==> config.mk <==
export PLATFORM = sky130hd
export DESIGN_NAME = seven_segment_number_sequencer
export DESIGN_NICKNAME = d
export VERILOG_FILES = /design/src/rtl/ssns_pkg.sv /design/src/rtl/ssns_fifo.sv /design/src/rtl/ssns_front.sv /design/src/rtl/ssns_back.sv /design/src/rtl/seven_segment_number_sequencer.sv
export SDC_FILE = /design/constraint.sdc
export NUM_CORES = 1
export LEC_CHECK = 0
export BUFFER_PORTS_ARGS = -buffer_cell sky130_fd_sc_hd__buf_2
export CORE_ASPECT_RATIO = 1.2
export CORE_MARGIN = 2
export CORE_UTILIZATION = 35
export DETAILED_ROUTE_END_ITERATION = 16
export SETUP_SLACK_MARGIN = 0.3
export SYNTH_ARGS = -nofsm -noshare
export SYNTH_HDL_FRONTEND = slang
export SYNTH_HIERARCHICAL = 1
export SYNTH_SLANG_ARGS = --single-unit
==> constraint.sdc <==
create_clock -name clk -period 18.3 [get_ports clk]
set_input_delay 3.66 -clock clk [delete_from_list [all_inputs] [get_ports clk]]
set_output_delay 3.66 -clock clk [all_outputs]
set_load 0.01 [all_outputs]
==> src/rtl/ssns_pkg.sv <==
// Shared types and constants for the seven-segment number sequencer.
package ssns_pkg;

  localparam logic [3:0]  DECODE_REG  = 4'h9;
  localparam logic [7:0]  MINUS_CODE  = 8'h0A;
  localparam logic [7:0]  CODEB_MAX   = 8'h0F;
  localparam logic [7:0]  DOT_BIT     = 8'h80;
  localparam logic [7:0]  MASK_ALL    = 8'hFF;
  localparam logic [31:0] RECIP_TEN   = 32'hCCCC_CCCD;
  localparam int          RECIP_SHIFT = 35;
  localparam int          QUOT_W      = 29;

  // One classified command waiting for the back end.
  typedef struct packed {
    logic        is_digit;
    logic        neg;
    logic [31:0] mag;
    logic [3:0]  sel;
    logic [7:0]  value;
    logic        dot;
  } cmd_t;

  // One display register word.
  typedef struct packed {
    logic [3:0] addr;
    logic [7:0] data;
    logic       last;
  } word_t;

endpackage

==> src/rtl/ssns_fifo.sv <==
// Small register-based first-in first-out queue.
module ssns_fifo #(
  parameter int WIDTH = 8,
  parameter int DEPTH = 2
) (
  input  logic             clk,
  input  logic             rst_n,
  input  logic             push,
  input  logic [WIDTH-1:0] din,
  output logic             full,
  input  logic             pop,
  output logic [WIDTH-1:0] dout,
  output logic             empty
);

  localparam int PTR_W = (DEPTH > 1) ? $clog2(DEPTH) : 1;
  localparam int CNT_W = $clog2(DEPTH + 1);
  localparam logic [PTR_W-1:0] LAST_PTR = PTR_W'(DEPTH - 1);
  localparam logic [CNT_W-1:0] FULL_CNT = CNT_W'(DEPTH);

  logic [WIDTH-1:0] mem_r [DEPTH];
  logic [PTR_W-1:0] wr_ptr_r, rd_ptr_r;
  logic [CNT_W-1:0] cnt_r;
  logic             do_push, do_pop;

  assign full    = (cnt_r == FULL_CNT);
  assign empty   = (cnt_r == '0);
  assign do_push = push && !full;
  assign do_pop  = pop && !empty;
  assign dout    = mem_r[rd_ptr_r];

  always_ff @(posedge clk) begin
    if (!rst_n) begin
      wr_ptr_r <= '0;
      rd_ptr_r <= '0;
      cnt_r    <= '0;
    end else begin
      if (do_push) begin
        wr_ptr_r <= (wr_ptr_r == LAST_PTR) ? '0 : wr_ptr_r + PTR_W'(1);
      end
      if (do_pop) begin
        rd_ptr_r <= (rd_ptr_r == LAST_PTR) ? '0 : rd_ptr_r + PTR_W'(1);
      end
      if (do_push && !do_pop) begin
        cnt_r <= cnt_r + CNT_W'(1);
      end else if (do_pop && !do_push) begin
        cnt_r <= cnt_r - CNT_W'(1);
      end
    end
  end

  always_ff @(posedge clk) begin
    if (do_push) begin
      mem_r[wr_ptr_r] <= din;
    end
  end

endmodule

==> src/rtl/ssns_front.sv <==
// Front end: takes input items, drops invalid digit writes, forms magnitudes.
module ssns_front #(
  parameter int DIGIT_COUNT = 8
) (
  input  logic               in_push,
  input  logic               in_command,
  input  logic signed [31:0] in_number,
  input  logic [3:0]         in_digit_select,
  input  logic [7:0]         in_digit_value,
  input  logic               in_dot,
  input  logic               cmd_full,
  output logic               cmd_push,
  output ssns_pkg::cmd_t     cmd
);

  localparam logic [3:0] DC = 4'(DIGIT_COUNT);

  logic sel_ok;
  logic neg;

  assign neg    = in_number[31];
  assign sel_ok = (in_digit_select != 4'd0) && (in_digit_select <= DC);

  always_comb begin
    cmd.is_digit = in_command;
    cmd.neg      = neg && !in_command;
    // The most negative value wraps to its own unsigned magnitude.
    cmd.mag      = neg ? (32'd0 - 32'(in_number)) : 32'(in_number);
    cmd.sel      = in_digit_select;
    cmd.value    = in_digit_value;
    cmd.dot      = in_dot;
  end

  // An out-of-range digit write is taken but causes no transfer.
  assign cmd_push = in_push && !cmd_full && (!in_command || sel_ok);

endmodule

==> src/rtl/ssns_back.sv <==
// Back end: converts numbers to digits and emits display register words.
module ssns_back #(
  parameter int DIGIT_COUNT = 8
) (
  input  logic               clk,
  input  logic               rst_n,
  input  logic               cmd_empty,
  input  ssns_pkg::cmd_t     cmd,
  output logic               cmd_pop,
  input  logic               out_full,
  output logic               out_push,
  output ssns_pkg::word_t    out_word
);

  localparam logic [3:0] DC = 4'(DIGIT_COUNT);

  typedef enum logic [2:0] {S_IDLE, S_DIV, S_REM, S_CHECK, S_DIGIT} state_t;
  typedef enum logic [1:0] {NX_DIV, NX_MINUS, NX_DONE} next_t;

  state_t                        state_r, state_nxt;
  next_t                         nx_r, nx_nxt;
  logic [7:0]                    mask_r, mask_nxt;
  logic [31:0]                   mag_r, mag_nxt;
  logic [ssns_pkg::QUOT_W-1:0]   q_r, q_nxt;
  logic                          neg_r, neg_nxt;
  logic [3:0]                    count_r, count_nxt;
  logic [3:0]                    digit_r, digit_nxt;
  logic [7:0]                    val_r, val_nxt;
  logic                          dot_r, dot_nxt;

  logic [63:0] prod;
  logic [3:0]  q_ten_lo;
  logic [3:0]  rem;
  logic [3:0]  count_inc;
  logic [2:0]  bit_idx;
  logic [7:0]  bit_sel;
  logic        codeb;
  logic        change;
  logic [7:0]  mask_new;
  logic [7:0]  digit_data;

  assign prod      = 64'(mag_r) * 64'(ssns_pkg::RECIP_TEN);
  // Only the low nibble of mag - 10*q matters, since the remainder is below ten.
  assign q_ten_lo  = {q_r[2:0], 1'b0} + {q_r[0], 3'b000};
  assign rem       = mag_r[3:0] - q_ten_lo;
  assign count_inc = count_r + 4'd1;
  assign bit_idx   = 3'(digit_r - 4'd1);
  assign bit_sel   = 8'd1 << bit_idx;
  assign codeb     = (val_r <= ssns_pkg::CODEB_MAX);
  assign change    = codeb != mask_r[bit_idx];
  assign mask_new  = codeb ? (mask_r | bit_sel) : (mask_r & ~bit_sel);
  assign digit_data = (codeb && dot_r) ? (val_r | ssns_pkg::DOT_BIT) : val_r;

  always_comb begin
    state_nxt = state_r;
    nx_nxt    = nx_r;
    mask_nxt  = mask_r;
    mag_nxt   = mag_r;
    q_nxt     = q_r;
    neg_nxt   = neg_r;
    count_nxt = count_r;
    digit_nxt = digit_r;
    val_nxt   = val_r;
    dot_nxt   = dot_r;
    cmd_pop   = 1'b0;
    out_push  = 1'b0;
    out_word  = '0;

    case (state_r)
      S_IDLE: begin
        if (!cmd_empty) begin
          cmd_pop = 1'b1;
          if (cmd.is_digit) begin
            digit_nxt = cmd.sel;
            val_nxt   = cmd.value;
            dot_nxt   = cmd.dot;
            nx_nxt    = NX_DONE;
            state_nxt = S_CHECK;
          end else begin
            mag_nxt   = cmd.mag;
            neg_nxt   = cmd.neg;
            count_nxt = 4'd0;
            state_nxt = S_DIV;
          end
        end
      end
      S_DIV: begin
        q_nxt     = prod[ssns_pkg::RECIP_SHIFT +: ssns_pkg::QUOT_W];
        state_nxt = S_REM;
      end
      S_REM: begin
        count_nxt = count_inc;
        digit_nxt = count_inc;
        val_nxt   = {4'd0, rem};
        dot_nxt   = 1'b0;
        mag_nxt   = 32'(q_r);
        if ((q_r != '0) && (count_inc < DC)) begin
          nx_nxt = NX_DIV;
        end else if (neg_r && (count_inc < DC)) begin
          nx_nxt = NX_MINUS;
        end else begin
          nx_nxt = NX_DONE;
        end
        state_nxt = S_CHECK;
      end
      S_CHECK, S_DIGIT: begin
        if (!out_full) begin
          out_push = 1'b1;
          if ((state_r == S_CHECK) && change) begin
            // The decode mode word for this digit goes out ahead of it.
            out_word.addr = ssns_pkg::DECODE_REG;
            out_word.data = mask_new;
            out_word.last = 1'b0;
            mask_nxt      = mask_new;
            state_nxt     = S_DIGIT;
          end else begin
            out_word.addr = digit_r;
            out_word.data = digit_data;
            out_word.last = (nx_r == NX_DONE);
            case (nx_r)
              NX_DIV: begin
                state_nxt = S_DIV;
              end
              NX_MINUS: begin
                digit_nxt = count_inc;
                val_nxt   = ssns_pkg::MINUS_CODE;
                dot_nxt   = 1'b0;
                nx_nxt    = NX_DONE;
                state_nxt = S_CHECK;
              end
              default: begin
                state_nxt = S_IDLE;
              end
            endcase
          end
        end
      end
      default: begin
        state_nxt = S_IDLE;
      end
    endcase
  end

  always_ff @(posedge clk) begin
    if (!rst_n) begin
      state_r <= S_IDLE;
      nx_r    <= NX_DONE;
      mask_r  <= ssns_pkg::MASK_ALL;
      count_r <= 4'd0;
    end else begin
      state_r <= state_nxt;
      nx_r    <= nx_nxt;
      mask_r  <= mask_nxt;
      count_r <= count_nxt;
    end
    mag_r   <= mag_nxt;
    q_r     <= q_nxt;
    neg_r   <= neg_nxt;
    digit_r <= digit_nxt;
    val_r   <= val_nxt;
    dot_r   <= dot_nxt;
  end

endmodule

==> src/rtl/seven_segment_number_sequencer.sv <==
// The back end takes a command from the input queue only when it has finished the last one.
// For each number digit it divides by ten, forms the remainder and sends the digit word; a
// digit write or minus word is just sent, and a decode mask word goes out first whenever a
// digit changes mode. Sending stalls while the output queue is full; a two-entry queue
// holds pending inputs. Reset is synchronous and active low; it empties both queues and
// sets the decode mask to all digits code-B.
module seven_segment_number_sequencer #(
  parameter int DIGIT_COUNT = 8
) (
  input  logic               clk,
  input  logic               rst_n,
  input  logic               in_push,
  output logic               in_full,
  input  logic               in_command,
  input  logic signed [31:0] in_number,
  input  logic [3:0]         in_digit_select,
  input  logic [7:0]         in_digit_value,
  input  logic               in_dot,
  output logic               out_empty,
  input  logic               out_pop,
  output logic [3:0]         out_reg_address,
  output logic [7:0]         out_reg_data,
  output logic               out_last
);

  localparam int CMD_W  = $bits(ssns_pkg::cmd_t);
  localparam int WORD_W = $bits(ssns_pkg::word_t);

  ssns_pkg::cmd_t  cmd_in, cmd_out;
  ssns_pkg::word_t word_in, word_out;
  logic            cmd_push, cmd_full, cmd_pop, cmd_empty;
  logic            word_push, word_full;

  ssns_front #(.DIGIT_COUNT(DIGIT_COUNT)) u_front (
    .in_push         (in_push),
    .in_command      (in_command),
    .in_number       (in_number),
    .in_digit_select (in_digit_select),
    .in_digit_value  (in_digit_value),
    .in_dot          (in_dot),
    .cmd_full        (cmd_full),
    .cmd_push        (cmd_push),
    .cmd             (cmd_in)
  );

  assign in_full = cmd_full;

  ssns_fifo #(.WIDTH(CMD_W), .DEPTH(2)) u_cmd_q (
    .clk   (clk),
    .rst_n (rst_n),
    .push  (cmd_push),
    .din   (cmd_in),
    .full  (cmd_full),
    .pop   (cmd_pop),
    .dout  (cmd_out),
    .empty (cmd_empty)
  );

  ssns_back #(.DIGIT_COUNT(DIGIT_COUNT)) u_back (
    .clk       (clk),
    .rst_n     (rst_n),
    .cmd_empty (cmd_empty),
    .cmd       (cmd_out),
    .cmd_pop   (cmd_pop),
    .out_full  (word_full),
    .out_push  (word_push),
    .out_word  (word_in)
  );

  ssns_fifo #(.WIDTH(WORD_W), .DEPTH(2)) u_out_q (
    .clk   (clk),
    .rst_n (rst_n),
    .push  (word_push),
    .din   (word_in),
    .full  (word_full),
    .pop   (out_pop),
    .dout  (word_out),
    .empty (out_empty)
  );

  assign out_reg_address = word_out.addr;
  assign out_reg_data    = word_out.data;
  assign out_last        = word_out.last;

`ifndef ASSERT_OFF
  // A decode mode word always precedes its digit word, so it never ends an item.
  a_mask_not_last: assert property (@(posedge clk) disable iff (!rst_n)
    !out_empty && (out_reg_address == ssns_pkg::DECODE_REG) |-> !out_last)
    else $error("decode mode word marked as last");

  // Every word addresses either a shown digit or the decode mode register.
  a_addr_range: assert property (@(posedge clk) disable iff (!rst_n)
    !out_empty |-> (out_reg_address == ssns_pkg::DECODE_REG) ||
                   ((out_reg_address != 4'd0) && (out_reg_address <= 4'(DIGIT_COUNT))))
    else $error("register address out of range");

  // The output queue comes out of reset empty and the input queue not full.
  a_leave_reset: assert property (@(posedge clk) disable iff (!rst_n)
    $past(!rst_n) |-> out_empty && !in_full)
    else $error("queues not empty after reset");
`endif

endmodule

---- Word level (Yosys, flattened, before mapping) ----
Memory sizes are Yosys's and may differ from the RTL's. A register that Yosys moved wholly into a read port is not among the register bits.
Index checks and enable logic that the tools add are counted.
storage, ports and cells
  register bits ........................... 100
  bits in latches ......................... 0
  bits in writable memories ............... 120
  ROM bits ................................ 0
  logic and storage cells ................. 166
  memories ................................ 2
cells by class
  add/sub/neg operators ................... 13
  multipliers ............................. 1
  divide/modulo/power cells ............... 0
  magnitude comparators ................... 4
  eq/ne operators ......................... 15
  shift operators ......................... 1
  mux-type cells .......................... 66
  bitwise logic cells ..................... 6
  reductions and logical operators ........ 42
memories
  name           words  bits a word  rd ports  clocked after memory_dff  wr ports  line             RTL
  u_cmd_q.mem_r  2      47           1         1                         1         ssns_fifo.sv:21  logic [WIDTH-1:0] mem_r [DEPTH];
  u_out_q.mem_r  2      13           1         1                         1         ssns_fifo.sv:21
operators by type and width
  operator                  count
  $mux W32                  3
  $mul A32 B32 Y64 const B  1
  $pmux W32 S2              1
  $mux W8                   7
  $mux W13                  3
  $sub A1 B32 Y32 const A   1
  $reduce_bool A29 Y1       1
  $mux W4                   7
  $mux W2                   12
  $pmux W8 S3               1
  $mux W1                   22
  $logic_and A1 B1 Y1       16
  $pmux W3 S4               1
  $pmux W4 S3               1
  $ne A2 B2 Y1 const B      5
  $logic_not A1 Y1          9
  $mux W3                   3
  $reduce_and A3 Y1         3
  $and A8 B8 Y8             1
  $le A8 B4 Y1 const B      1
  $not A8 Y8                1
  $or A8 B8 Y8              1
  $pmux W4 S2               1
  $shl A1 B3 Y8 const A     1
  31 further kinds          45

---- Logic depth before layout (Yosys ltp) ----
  word-level depth ........................ 9
  depth in mapped cells ................... 26
  gate-level depth less buffers ........... 25

---- Modules after synthesis ----
The synthesis kept the hierarchy.
modules (own cells, without submodules)
  module                instances  cells each  area each (um^2)  seq. area each (um^2)
  ssns_back             1          2,174       21,321.7          2,592.5
  ssns_fifo at u_cmd_q  1          171         3,629.7           2,922.8
  ssns_fifo at u_out_q  1          65          1,166.1           880.8
  ssns_front            1          122         889.6             0.0

---- Worst setup path after synthesis ----
No wires, ideal clock.
  path type ............................... register to register
  start ................................... register u_back.mag_r[9]
  end ..................................... register u_back/q_r[13] in the netlist's numbering (data pin)
  setup time .............................. 0.264 ns
  data arrival time ....................... 6.766 ns
  required time ........................... 18.036 ns
  slack ................................... 11.269 ns
  cell stages (with the launch flop) ...... 26
  buffers on the path ..................... 1
  clock period less this slack ............ 7.031 ns
  cells stage by stage .................... edfxtp_1 -> ha_1 -> clkbuf_1 -> xor2_1 -> ha_1 -> a21o_1 -> fa_1 -> inv_1 -> fa_1 -> inv_1 -> fa_1 -> fa_1 -> fa_1 -> inv_1 -> fa_1 -> inv_1 -> ha_1 -> a21oi_1 -> o21ai_0 -> a32o_1 -> a311oi_4 -> a211oi_2 -> or3_4 -> a31oi_2 -> o21ai_1 -> xor2_1
between the ends
  longest elaborated chain between the ends .. 1
ends and longest elaborated chain
  what                    line              RTL
  from (decl)             ssns_back.sv:23   logic [31:0] mag_r, mag_nxt;
  from (signal assigned)  ssns_back.sv:156  mag_r <= mag_nxt;
  $mul A32 B32 Y64        ssns_back.sv:42   assign prod = 64'(mag_r) * 64'(ssns_pkg::RECIP_TEN);
  via u_back.prod[48]     ssns_back.sv:31   logic [63:0] prod;
  to (signal assigned)    ssns_back.sv:157  q_r <= q_nxt;
  to (decl)               ssns_back.sv:24   logic [ssns_pkg::QUOT_W-1:0] q_r, q_nxt;
The timed path passes the listed nets, and every way through them passes these cells.
A chain may end at the register's enable or synchronous reset.

---- Worst setup path in the final report ----
  start ................................... register u_back.mag_r[16]
  end ..................................... register u_back/q_r[26] in the netlist's numbering (data pin)
Same word-level chain as after synthesis.

==> report_table.html <==
<table>
<tr><th>Metric</th><th>Value</th></tr>
<tr><th colspan="2">CTS</th></tr>
<tr><td>Hold bufs inserted after CTS</td><td>0</td></tr>
<tr><td>Number of setup buffers added after CTS</td><td>0</td></tr>
<tr><td>Largest buffer count on any clock path</td><td>3</td></tr>
<tr><td>H-tree levels</td><td>1</td></tr>
<tr><td>Clock net sink count</td><td>222</td></tr>
<tr><td>Clk slew on worst S/H paths</td><td>0.07 ns</td></tr>
<tr><td>Root Driver</td><td>clkbuf_16</td></tr>
<tr><td>Number of gates resized after cts</td><td>0</td></tr>
<tr><td>Clock tree from TritonCTS</td><td>done</td></tr>
<tr><td>Skew-Pair Late Insertion Delay</td><td>0.53 ns</td></tr>
<tr><td>Number of clock buffers inserted by TritonCTS</td><td>23</td></tr>
<tr><th colspan="2">Synth</th></tr>
<tr><td>Net count after synthesis</td><td>3327</td></tr>
<tr><td>Share of the yosys chip area belonging to registers</td><td>23.7%</td></tr>
<tr><td>Number of register bits inferred by synthesis</td><td>222</td></tr>
<tr><td>Dominant combinational cell family by area after synthesis</td><td>adder cells</td></tr>
<tr><td>Synth warn</td><td>6</td></tr>
<tr><td>Fraction of synthesis flops using an asynchronous set or reset pin</td><td>0%</td></tr>
<tr><td>Share of the synthesized area in the top cell type</td><td>28.6%</td></tr>
<tr><td>Xor-xnor portion of the synthesized cell area</td><td>3.92%</td></tr>
<tr><td>Post-synthesis cell count</td><td>2532</td></tr>
<tr><td>Post-synth EDFFs</td><td>195</td></tr>
<tr><td>Compound-cell area share of the yosys netlist</td><td>6.72%</td></tr>
<tr><td>Number of distinct library cells after synthesis</td><td>79</td></tr>
<tr><td>Post-Synth Simple-Gate Area</td><td>6.94%</td></tr>
<tr><td>Cells taking the most area after synthesis</td><td>fa_1 (29%), edfxtp_1 (22%), ha_1 (17%)</td></tr>
<tr><td>Per-instance average area after synthesis</td><td>10.7 um2</td></tr>
<tr><td>Most common flop cell mapped by yosys</td><td>edfxtp_1</td></tr>
<tr><td>Dominant cell type by area after synthesis</td><td>fa_1</td></tr>
<tr><td>Mux contribution to synthesized area</td><td>3.27%</td></tr>
<tr><td>Area of the mapped netlist</td><td>0.0270 mm2</td></tr>
<tr><td>Post-Synth Adder-Cell Area</td><td>45.2%</td></tr>
<tr><th colspan="2">Worst setup path</th></tr>
<tr><td>Critical Path Fanout Max</td><td>6</td></tr>
<tr><td>Required time reported for the critical path endpoint</td><td>18.58 ns</td></tr>
<tr><td>Worst setup EP type</td><td>flip-flop</td></tr>
<tr><td>Nature of the critical path startpoint</td><td>flip-flop</td></tr>
<tr><td>Category of the most critical setup path</td><td>flip-flop to flip-flop</td></tr>
<tr><td>Sequence of cells on the critical path</td><td>ha_1 -&gt; inv_1 -&gt; fa_1 -&gt; inv_1 -&gt; fa_1 -&gt; inv_1 -&gt; fa_1 -&gt; inv_1 -&gt; fa_1 -&gt; fa_1 -&gt; fa_1 -&gt; inv_1 -&gt; fa_1 -&gt; inv_1 -&gt; ha_1 -&gt; and4_1 -&gt; and3_1 -&gt; a31oi_1 -&gt; o21ai_0 -&gt; nor3_2 -&gt; o221ai_2 -&gt; a211oi_2 -&gt; o31ai_1 -&gt; xor2_1</td></tr>
<tr><td>Most Frequent Cell on Critical Path</td><td>fa_1</td></tr>
<tr><td>Library cell contributing the largest single delay on the critical path</td><td>fa_1</td></tr>
<tr><td>Cell count of the worst reg-to-reg path</td><td>24</td></tr>
<tr><td>Endpoint arrival time on the critical path</td><td>8.15 ns</td></tr>
<tr><td>Peak per-stage delay on the critical path</td><td>0.59 ns</td></tr>
<tr><th colspan="2">Route</th></tr>
<tr><td>Final routed wirelength across all metal layers</td><td>70.1 mm</td></tr>
<tr><td>Antenna violation net count after detailed routing</td><td>0</td></tr>
<tr><td>Post-detailed-route DRC marker count</td><td>0</td></tr>
<tr><td>Detailed Routing Iterations Pass 1</td><td>5</td></tr>
<tr><td>Drt wl/cell</td><td>19.4 um</td></tr>
<tr><td>Number of vias after detailed routing</td><td>17.5k</td></tr>
<tr><td>Via-to-Cell Ratio</td><td>4.85</td></tr>
<tr><td>Number of design-rule violations left by the first detailed-router iteration</td><td>936</td></tr>
<tr><th colspan="2">Timing</th></tr>
<tr><td>Transition time at the pin with the least slew margin</td><td>1.14 ns</td></tr>
<tr><td>Fmax achieved</td><td>127 MHz</td></tr>
<tr><td>Worst clock skew</td><td>0.0116 ns</td></tr>
<tr><td>RSZ-0062 raised after global routing</td><td>false</td></tr>
<tr><td>Fin. max-slew vios</td><td>0</td></tr>
<tr><td>Final worst path period need</td><td>7.87 ns</td></tr>
<tr><td>Setup violation total in the final timing report</td><td>0</td></tr>
<tr><td>Max transition margin</td><td>23.6%</td></tr>
<tr><td>Period Utilization, post-route</td><td>43.0%</td></tr>
<tr><td>Final Hold Fails</td><td>0</td></tr>
<tr><td>Post-Route Setup TNS</td><td>0 ns</td></tr>
<tr><th colspan="2">Die</th></tr>
<tr><td>CORE AREA</td><td>0.0764 mm2</td></tr>
<tr><td>Overall die area</td><td>0.0794 mm2</td></tr>
<tr><td>Die width</td><td>258 um</td></tr>
<tr><td>Effective utilization at floorplan</td><td>35.4%</td></tr>
<tr><td>Chip height</td><td>308 um</td></tr>
<tr><td>Boundary Pins</td><td>65</td></tr>
<tr><td>Core Rows</td><td>111</td></tr>
<tr><th colspan="2">Final layout</th></tr>
<tr><td>Area growth, synth to finish</td><td>7.88%</td></tr>
<tr><td>Fraction of final layout cells sized beyond drive strength 1</td><td>7.97%</td></tr>
<tr><td>Net total in the final layout</td><td>3364</td></tr>
<tr><td># fillers</td><td>7717</td></tr>
<tr><th colspan="2">Place</th></tr>
<tr><td>Quantity of I/O buffers inserted on ports</td><td>64</td></tr>
<tr><td>Routability congestion estimate</td><td>0.933</td></tr>
<tr><td>DP Wirelength</td><td>60.9 mm</td></tr>
<tr><th colspan="2">GRT</th></tr>
<tr><td>GR Util All Layers</td><td>18.1%</td></tr>
<tr><td>Number of global-route vias before repair</td><td>18.8k</td></tr>
<tr><td>Maximum number of pins on one net before global-route repair</td><td>48</td></tr>
<tr><td>Global-route wire length before repair</td><td>109 mm</td></tr>
<tr><td>Aggregate global routing overflow</td><td>0</td></tr>
<tr><td>Number of antenna violations at the first check in global routing</td><td>1</td></tr>
<tr><th colspan="2">Min path</th></tr>
<tr><td>Worst Hold Depth</td><td>2</td></tr>
<tr><td>Hold crit path type</td><td>flip-flop to flip-flop</td></tr>
<tr><th colspan="2">Outcome</th></tr>
<tr><td>Status</td><td>finished clean</td></tr>
<tr><th colspan="2">Flow run</th></tr>
<tr><td>Max-cap violations</td><td>0</td></tr>
</table>
## cells in the final DEF (no fill, tap or decap), drive strengths merged, types with 9 or more instances in the layout
cell | synthesis | final
nand2b | 9 | 9
o41ai | 13 | 13
dfxtp | 27 | 27
o31ai | 12 | 12
o21ai | 74 | 74
edfxtp | 195 | 195
nand2 | 187 | 187
nor4 | 12 | 12
nand4 | 9 | 9
xnor2 | 72 | 72
nor2 | 41 | 41
nand3 | 28 | 28
a21o | 36 | 36
clkbuf | 33 | 28
xor2 | 49 | 49
and2 | 34 | 34
nor3 | 30 | 30
mux2i | 15 | 15
mux2 | 61 | 61
ha | 359 | 359
and3 | 16 | 16
inv | 648 | 650
fa | 386 | 386
a21oi | 68 | 68
buf | 26 | 71
## layer usage
layer  track usage (%)  vias up  routed length, um
met3              2.80      141               3330
met4              8.00        0               3460
li1                  -     8173                  -
met1              21.9     8770              28300
met5                 0        -                  0
met2              31.9      412              35000
## Yosys cell counts (all sizes together) (5+ instances only)
cell      n
a21o     36
nand3    28
nor4     12
nor2     41
clkbuf   33
dfxtp    27
a21boi    8
fa      386
or3       8
nor3     30
nor2b     5
o21bai    7
ha      359
a31oi     5
a211oi    8
o31ai    12
nand4     9
nand2   187
and2     34
a21oi    68
xor2     49
mux2     61
buf      26
mux2i    15
xnor2    72
inv     648
edfxtp  195
o41ai    13
nand2b    9
o21ai    74
and3     16
## kinds of logic (layout without fill, tap and decap cells)
group	count (synthesis)	in the layout
simple gates	389	389
other cells	0	1
compound gates	270	270
fa+ha+maj	745	745
buf+inv	707	761
flops	222	222
xor+xnor	121	121
mux	78	78
## path summary, 6_finish.rpt
path | start | endpoint | slack (ns)
setup reg to reg | u_back/mag_r[16]$_DFFE_PP_ | u_back/q_r[26]$_DFFE_PP_ | 10.43
setup / recovery | u_back/mag_r[16]$_DFFE_PP_ | u_back/q_r[26]$_DFFE_PP_ | 10.43
hold reg to reg | u_out_q/cnt_r[1]$_SDFFE_PN0P_ | u_out_q/cnt_r[1]$_SDFFE_PN0P_ | 0.52
hold / removal | u_out_q/cnt_r[1]$_SDFFE_PN0P_ | u_out_q/cnt_r[1]$_SDFFE_PN0P_ | 0.52
## registers in the layout, indices dropped and copies added (netlist names), 3 cells and up, named ones only
register,cells
u_back/mask_r,8
u_back/val_r,8
u_cmd_q/mem_r,94
u_back/q_r,29
u_back/count_r,4
u_back/digit_r,4
u_back/state_r,3
u_back/mag_r,32
u_out_q/mem_r,26
## per-stage QoR
| stage | instances | hold WS [ns] | cell area [um2] | worst slack (ns) | utilization, % |
|---|---|---|---|---|---|
| after floorplan | 2532 | 0.462 | 27000 | 11.27 | - |
| after global placement | 3561 | 0.486 | 28400 | 10.43 | 37.1 |
| after detailed placement | 3561 | 0.491 | 28400 | 10.47 | 37.1 |
| after CTS | 3603 | 0.509 | 29100 | 10.37 | 38.1 |
| after global routing | 3603 | 0.549 | 29100 | 10.06 | 38.1 |
| final | 3604 | 0.516 | 29100 | 10.43 | 38.1 |
## worst max-delay path: cells and delay by family, from the launching register on
kind	cells	cell delay, ns
adder cells (fa/ha/maj)	9	4.40
AO/OA/AOI/OAI	5	1.15
AND/OR/NAND/NOR	3	0.85
flip-flops	1	0.57
buffers and inverters	6	0.47
XOR/XNOR	1	0.15
## area by class of cell
class                   instances  area (um2)  area share, %
well taps                    1017        1270           4.37
diodes                          1        2.50        0.00859
repair buffers                 71         373           1.28
multi-input cells            1603       17900           61.4
inverters                     648        2430           8.35
flip-flops and latches        222        6400           22.0
clock inverters                14         188          0.644
clock buffers                  28         594           2.04
Power is left out: the tool's default activity adds up to more than one toggle a clock period on the data nets, which glitch-free logic cannot reach.
